--- src/assert_macros.svh ---
// Assertion macros for the text console cell writer.
// Included by the top level; no other dependencies.
`ifndef ASSERT_MACROS_SVH
`define ASSERT_MACROS_SVH

`ifndef NO_ASSERTIONS
// Property checked at every rising clk edge outside reset.
`define TCCW_ASSERT(label, prop, msg) \
  label: assert property (@(posedge clk) disable iff (rst) (prop)) else $error(msg);
// Antecedent in this cycle, consequent in the cycle after it.
`define TCCW_ASSERT_NEXT(label, pre, post, msg) \
  label: assert property (@(posedge clk) disable iff (rst) (pre) |=> (post)) else $error(msg);
`else
`define TCCW_ASSERT(label, prop, msg)
`define TCCW_ASSERT_NEXT(label, pre, post, msg)
`endif

`endif

--- src/tccw_pkg.sv ---
// Shared types and codes for the text console cell writer.
// No dependencies.
package tccw_pkg;

  localparam int COL_W  = 7;
  localparam int ROW_W  = 5;
  localparam int ADDR_W = 11;

  localparam logic KIND_PUT = 1'b0;
  localparam logic KIND_SET = 1'b1;

  localparam logic [7:0] FIRST_PRINTABLE = 8'h20;
  localparam logic [7:0] CODE_NEWLINE    = 8'h0A;
  localparam logic [7:0] CODE_RETURN     = 8'h0D;
  localparam logic [7:0] CODE_TAB        = 8'h09;
  localparam logic [7:0] TAB_STEP        = 8'd4;
  localparam logic [7:0] TAB_ALIGN_MASK  = 8'hFC;

  typedef struct packed {
    logic              kind;
    logic [7:0]        char_code;
    logic [7:0]        color;
    logic [COL_W-1:0]  new_col;
    logic [ROW_W-1:0]  new_row;
  } item_t;

  typedef struct packed {
    logic              cell_write;
    logic [ADDR_W-1:0] cell_address;
    logic [7:0]        cell_char;
    logic [6:0]        cell_attr;
    logic [COL_W-1:0]  cursor_col;
    logic [ROW_W-1:0]  cursor_row;
  } result_t;

endpackage

--- src/text_console_cell_writer.sv ---
// Text console cell writer. Each word on the input channel either puts one
// character (kind 0) or moves the cursor (kind 1); every word gives exactly
// one result word carrying an optional cell write and the cursor after it.
// One word per clock is sustained while the consumer keeps out_ready high. A word
// accepted into the input register moves into the result register once the result
// register is free (input register, then result register). The cursor update is
// combinational logic in a loop around the column/row registers, so words follow
// each other with no gaps while results are taken. COLUMNS and ROWS set the
// screen size.
// Depends on tccw_pkg, tccw_in_reg, tccw_cursor, tccw_out_reg, assert_macros.svh.
`include "assert_macros.svh"

module text_console_cell_writer #(
  parameter int COLUMNS = 80,
  parameter int ROWS    = 25
) (
  input  logic                             clk,
  input  logic                             rst,
  input  logic                             in_valid,
  output logic                             in_ready,
  input  logic                             kind,
  input  logic [7:0]                       char_code,
  input  logic [7:0]                       color,
  input  logic [tccw_pkg::COL_W-1:0]       new_col,
  input  logic [tccw_pkg::ROW_W-1:0]       new_row,
  output logic                             out_valid,
  input  logic                             out_ready,
  output logic                             cell_write,
  output logic [tccw_pkg::ADDR_W-1:0]      cell_address,
  output logic [7:0]                       cell_char,
  output logic [6:0]                       cell_attr,
  output logic [tccw_pkg::COL_W-1:0]       cursor_col,
  output logic [tccw_pkg::ROW_W-1:0]       cursor_row
);
  import tccw_pkg::*;

  item_t   in_item;
  item_t   held_item;
  result_t next_result;
  result_t out_result;
  logic    drain;
  logic    fire;

  assign in_item.kind      = kind;
  assign in_item.char_code = char_code;
  assign in_item.color     = color;
  assign in_item.new_col   = new_col;
  assign in_item.new_row   = new_row;

  tccw_in_reg u_in (
    .clk       (clk),
    .rst       (rst),
    .in_valid  (in_valid),
    .in_ready  (in_ready),
    .in_item   (in_item),
    .drain     (drain),
    .fire      (fire),
    .held_item (held_item)
  );

  tccw_cursor #(
    .COLUMNS (COLUMNS),
    .ROWS    (ROWS)
  ) u_cursor (
    .clk    (clk),
    .rst    (rst),
    .step   (fire),
    .item   (held_item),
    .result (next_result)
  );

  tccw_out_reg u_out (
    .clk         (clk),
    .rst         (rst),
    .load        (fire),
    .load_result (next_result),
    .free        (drain),
    .out_valid   (out_valid),
    .out_ready   (out_ready),
    .out_result  (out_result)
  );

  assign cell_write   = out_result.cell_write;
  assign cell_address = out_result.cell_address;
  assign cell_char    = out_result.cell_char;
  assign cell_attr    = out_result.cell_attr;
  assign cursor_col   = out_result.cursor_col;
  assign cursor_row   = out_result.cursor_row;

  `TCCW_ASSERT(a_cursor_on_screen, !out_valid || ((32'(cursor_col) < COLUMNS) && (32'(cursor_row) < ROWS)), "cursor left the screen")
  `TCCW_ASSERT(a_idle_cell_zero, !out_valid || cell_write || ((cell_address == '0) && (cell_char == '0) && (cell_attr == '0)), "non-write result carries cell data")
  `TCCW_ASSERT(a_write_printable, !out_valid || !cell_write || (cell_char >= FIRST_PRINTABLE), "cell written with a control code")
  `TCCW_ASSERT_NEXT(a_fire_gives_result, fire, out_valid, "processed word produced no result")

endmodule

--- src/tccw_in_reg.sv ---
// Input register stage: holds one accepted word until the cursor logic takes it.
// Depends on tccw_pkg.
module tccw_in_reg (
  input  logic            clk,
  input  logic            rst,
  input  logic            in_valid,
  output logic            in_ready,
  input  tccw_pkg::item_t in_item,
  input  logic            drain,
  output logic            fire,
  output tccw_pkg::item_t held_item
);
  import tccw_pkg::*;

  logic held_valid;

  assign fire     = held_valid && drain;
  assign in_ready = !held_valid || drain;

  always_ff @(posedge clk) begin
    if (rst) begin
      held_valid <= 1'b0;
    end else if (in_ready) begin
      held_valid <= in_valid;
    end
  end

  always_ff @(posedge clk) begin
    if (in_valid && in_ready) begin
      held_item <= in_item;
    end
  end

endmodule

--- src/tccw_cursor.sv ---
// Cursor state and the per-word cell/cursor update logic.
// Depends on tccw_pkg.
module tccw_cursor #(
  parameter int COLUMNS = 80,
  parameter int ROWS    = 25
) (
  input  logic              clk,
  input  logic              rst,
  input  logic              step,
  input  tccw_pkg::item_t   item,
  output tccw_pkg::result_t result
);
  import tccw_pkg::*;

  localparam logic [COL_W-1:0] COL_LAST = COL_W'(COLUMNS - 1);
  localparam logic [ROW_W-1:0] ROW_LAST = ROW_W'(ROWS - 1);
  localparam logic [COL_W:0]   COLS_X   = (COL_W + 1)'(COLUMNS);
  localparam logic [ROW_W:0]   ROWS_X   = (ROW_W + 1)'(ROWS);
  localparam logic [ADDR_W:0]  COLS_A   = (ADDR_W + 1)'(COLUMNS);

  logic [COL_W-1:0] column_pos, column_pos_next;
  logic [ROW_W-1:0] row_pos, row_pos_next;

  logic [COL_W:0]   col_inc;
  logic [COL_W:0]   col_tab;
  logic [ROW_W:0]   row_inc;
  logic [ROW_W-1:0] row_wrap;
  logic [ADDR_W:0]  addr_full;

  always_comb begin
    col_inc   = {1'b0, column_pos} + (COL_W + 1)'(1);
    col_tab   = ({1'b0, column_pos} + TAB_STEP) & TAB_ALIGN_MASK;
    row_inc   = {1'b0, row_pos} + (ROW_W + 1)'(1);
    row_wrap  = (row_inc >= ROWS_X) ? '0 : row_inc[ROW_W-1:0];
    addr_full = (ADDR_W + 1)'((ADDR_W + 1)'(row_pos) * COLS_A)
              + (ADDR_W + 1)'(column_pos);
  end

  always_comb begin
    column_pos_next     = column_pos;
    row_pos_next        = row_pos;
    result.cell_write   = 1'b0;
    result.cell_address = '0;
    result.cell_char    = '0;
    result.cell_attr    = '0;
    if (item.kind == KIND_SET) begin
      column_pos_next = (item.new_col >= COL_LAST) ? COL_LAST : item.new_col;
      row_pos_next    = (item.new_row >= ROW_LAST) ? ROW_LAST : item.new_row;
    end else if (item.char_code >= FIRST_PRINTABLE) begin
      result.cell_write   = 1'b1;
      result.cell_address = addr_full[ADDR_W-1:0];
      result.cell_char    = item.char_code;
      result.cell_attr    = item.color[6:0];
      if (col_inc >= COLS_X) begin
        column_pos_next = '0;
        row_pos_next    = row_wrap;
      end else begin
        column_pos_next = col_inc[COL_W-1:0];
      end
    end else begin
      case (item.char_code)
        CODE_NEWLINE: begin
          column_pos_next = '0;
          row_pos_next    = row_wrap;
        end
        CODE_RETURN: begin
          column_pos_next = '0;
        end
        CODE_TAB: begin
          // tab stop past the right edge wraps like a full line
          if (col_tab >= COLS_X) begin
            column_pos_next = '0;
            row_pos_next    = row_wrap;
          end else begin
            column_pos_next = col_tab[COL_W-1:0];
          end
        end
        default: begin
        end
      endcase
    end
    result.cursor_col = column_pos_next;
    result.cursor_row = row_pos_next;
  end

  always_ff @(posedge clk) begin
    if (rst) begin
      column_pos <= '0;
      row_pos    <= '0;
    end else if (step) begin
      column_pos <= column_pos_next;
      row_pos    <= row_pos_next;
    end
  end

endmodule

--- src/tccw_out_reg.sv ---
// Result register: holds one result word until the consumer takes it.
// Depends on tccw_pkg.
module tccw_out_reg (
  input  logic              clk,
  input  logic              rst,
  input  logic              load,
  input  tccw_pkg::result_t load_result,
  output logic              free,
  output logic              out_valid,
  input  logic              out_ready,
  output tccw_pkg::result_t out_result
);
  import tccw_pkg::*;

  assign free = !out_valid || out_ready;

  always_ff @(posedge clk) begin
    if (rst) begin
      out_valid <= 1'b0;
    end else if (free) begin
      out_valid <= load;
    end
  end

  always_ff @(posedge clk) begin
    if (load) begin
      out_result <= load_result;
    end
  end

endmodule

--- config.mk ---
export PLATFORM = sky130hd
export DESIGN_NAME = text_console_cell_writer
export DESIGN_NICKNAME = d
export VERILOG_FILES = /design/src/tccw_pkg.sv /design/src/text_console_cell_writer.sv /design/src/tccw_in_reg.sv /design/src/tccw_cursor.sv /design/src/tccw_out_reg.sv
export VERILOG_INCLUDE_DIRS = /design/src /design/src/src
export SDC_FILE = /design/constraint.sdc
export NUM_CORES = 1
export LEC_CHECK = 0
export BUFFER_PORTS_ARGS = -buffer_cell sky130_fd_sc_hd__clkbuf_2
export CORE_MARGIN = 3
export CORE_UTILIZATION = 50
export CTS_CLUSTER_DIAMETER = 120
export DETAILED_ROUTE_END_ITERATION = 8
export PLACE_DENSITY = 0.81
export RECOVER_POWER = 25
export SYNTH_ARGS = -nofsm -noshare
export SYNTH_HDL_FRONTEND = slang
export SYNTH_SLANG_ARGS = --single-unit
--- constraint.sdc ---
create_clock -name clk -period 3.72 [get_ports clk]
set_input_delay 0.186 -clock clk [delete_from_list [all_inputs] [get_ports clk]]
set_output_delay 0.186 -clock clk [all_outputs]
set_load 0.05 [all_outputs]
==> metrics.cfg <==
[clock_network]
clk_latency_ns=0.36
h-tree-depth=3
clockBufferDepth=2
cts_tree=done
cts_sinks=81
clk_pin_slew_ns=0.08
cts_setup_buffers=0
root_buffer=clkbuf_8
cts_resized=0
numCtsBuffers=9

[grt]
grt_max_degree=57
grt.overflow.total=0
track_usage=0.202
antenna_found_initial=0
grt_pass1_vias=2968
grt_pass1_wl_mm=13.9

[die]
start_util=0.532
die_width_um=95.2
coreArea_sq_mm=0.00749
fp.dieH_um=95.2
die_area_sq_mm=0.00907
ios=74
rows=31

[drt]
dr.max_layer_used=met4
wl_mm=8.36
drt-vias-per-instance=5.64
wl_met1_mm=3.43
post-route-drc-count=0
dr_wl_met2_mm=4.22
drt_iter0_drc=295
firstDrtPassIters=4
wl_met3_um=491
vias=3045
wl_per_cell_um=15.5
detail-route-antenna-nets=0

[final_layout]
diodes=0
final_area_sq_mm=0.00483
layout_common_cells=67 x edfxtp_1, 57 x clkbuf_2, 26 x nand2_1
final_common_cell=edfxtp_1
nets=485
syn2layout_area_growth_pct=21.3
drive_above_1_share=0.184
stdcell_count=540

[placed_design]
dp_slack_ns=0.856
detailed_place_hpwl_mm=5.54
dpl-instance-area_sq_mm=0.00440
place.gp.congestion=0.944
port_buffers=72
dpl.cell_count=499

[yosys]
syn-mean-instance-area_sq_um=11.5
synth_top_area_cell=edfxtp_1
synth.distinct_cells=51
synth_area_leaders=edfxtp_1 51%, dfxtp_1 7.0%, ha_1 4.4%, and3_1 3.3%, nand2_1 2.5%
netlist_instances=345
synth_edf_count=67
ys_seq_area_frac=0.576
ys.flop_type=edfxtp_1
postSynth.asyncResetShare=0
syn-cell-area_sq_mm=0.00398
synth_nets=394
ys_ff_latch=81
ys_warn_count=0
synth_top_area_share=0.505

[sta]
layout_setup_ws_ns=0.788
setup_viol=0
max_slew_margin=0.210
final_max_slew_viol_count=0
tightest_slew_ns=1.19
min_period_over_period=0.788
fin_tns_setup_ns=0
hold_viol_final=0
skew_ns=0.00677
period_minus_slack_ns=2.93
rsz0062_at_grt=no
clock.fmax_mhz=341

[pwr]
p_per_area_mw_per_mm2=421
ir_worst_vdd_v=0.000375
finalPower_mw=2.03
power_leakage_nw=1.94

[worst_setup_path]
critical_path_required_ns=3.83
cp_max_fo=26
crit_arrival_ns=3.04
crit_path_end_kind=flop
worst-setup-path-type=reg2reg
start_kind=flop

[status]
outcome=finished clean

[job]
maxCapViolations=0

[worst_hold_path]
hp-class=in2reg

==> cells by family (layout without fill, tap and decap cells) <==
group	count (synthesis)	count (layout)	share of synthesized area
multiplexers	6	6	0.0151
AO/OA/AOI/OAI	72	72	0.122
adder cells (fa/ha/maj)	16	16	0.0541
flip-flops	81	81	0.576
AND/OR/NAND/NOR	129	129	0.177
buffers and inverters	29	125	0.0295
XOR/XNOR	12	12	0.0264
==> sequential cells by signal, summed over array words and instances (netlist names) <==
register,count
u_cursor.column_pos,7
u_out.out_valid,1
u_in.held_valid,1
u_in.held_item,28
u_out.out_result,39
u_cursor.row_pos,5
==> synth_stat cells, types with 8 or more instances <==
| cell type | instances |
|---|---|
| edfxtp_1 | 67 |
| a31oi_1 | 8 |
| ha_1 | 14 |
| o21ai_0 | 13 |
| xor2_1 | 8 |
| and3_1 | 21 |
| inv_1 | 9 |
| clkbuf_1 | 14 |
| nor2_1 | 25 |
| a21oi_1 | 16 |
| dfxtp_1 | 14 |
| nand2_1 | 26 |
| nor2b_1 | 11 |
==> stage by stage <==
step / hold slack, ns / util
CTS: 0.00159 / 0.648
floorplan: 0.285 / -
global route: 0.000797 / 0.645
detailed placement: 0.365 / 0.588
global placement: 0.364 / 0.588
finish: 0.0163 / 0.645
==> what timing repair did <==
| item | 4_1_cts | 5_1_grt |
|---|---|---|
| endpoints found under the hold margin | 25 | 0 |
| hold buffers | 25 | 0 |
| setup endpoints to repair | 0 | 0 |
==> power by group <==
part	internal, mW	switching, mW	total, mW
registers	1.04	0.0414	1.08
clock network	0.315	0.330	0.645
logic	0.105	0.200	0.305
==> worst max-delay path: stages, from the launching register on <==
cell and delay [ns]:
edfxtp_1 0.41, or3_1 0.73, or3_1 0.49, a31oi_1 0.21, o22a_1 0.46, mux2i_1 0.31
nand2_1 0.08
==> cell type report <==
type	instances	area (sq um)
Clock buffer	9	124
Clock inverter	7	77.6
Sequential cell	81	2290
Tap cell	99	124
Fill cell	587	2660
Inverter	10	37.5
Timing Repair Buffer	99	603
Multi-Input combinational cell	235	1570
==> path summary, 6_finish.rpt <==
kind | startpoint | endpoint | slack [ns] | cells after the start
worst max-delay path | u_in.held_item[25]$_DFFE_PP_ | u_out.out_result[0]$_DFFE_PP_ | 0.79 | 6
worst min-delay path | new_col[2] | u_in.held_item[7]$_DFFE_PP_ | 0.02 | 1
worst max register to register | u_in.held_item[25]$_DFFE_PP_ | u_out.out_result[0]$_DFFE_PP_ | 0.79 | 6
worst min register to register | u_in.held_valid$_SDFFE_PP0N_ | u_out.out_valid$_SDFFE_PP0P_ | 0.54 | 2
==> layer usage <==
layer	GRT usage	vias to the layer above
met2	0.334	107
met3	0.0379	22
met4	0.102	0
met5	0	-
li1	-	1468
met1	0.255	1448
Note: power is estimated with default switching activity, not from simulation.
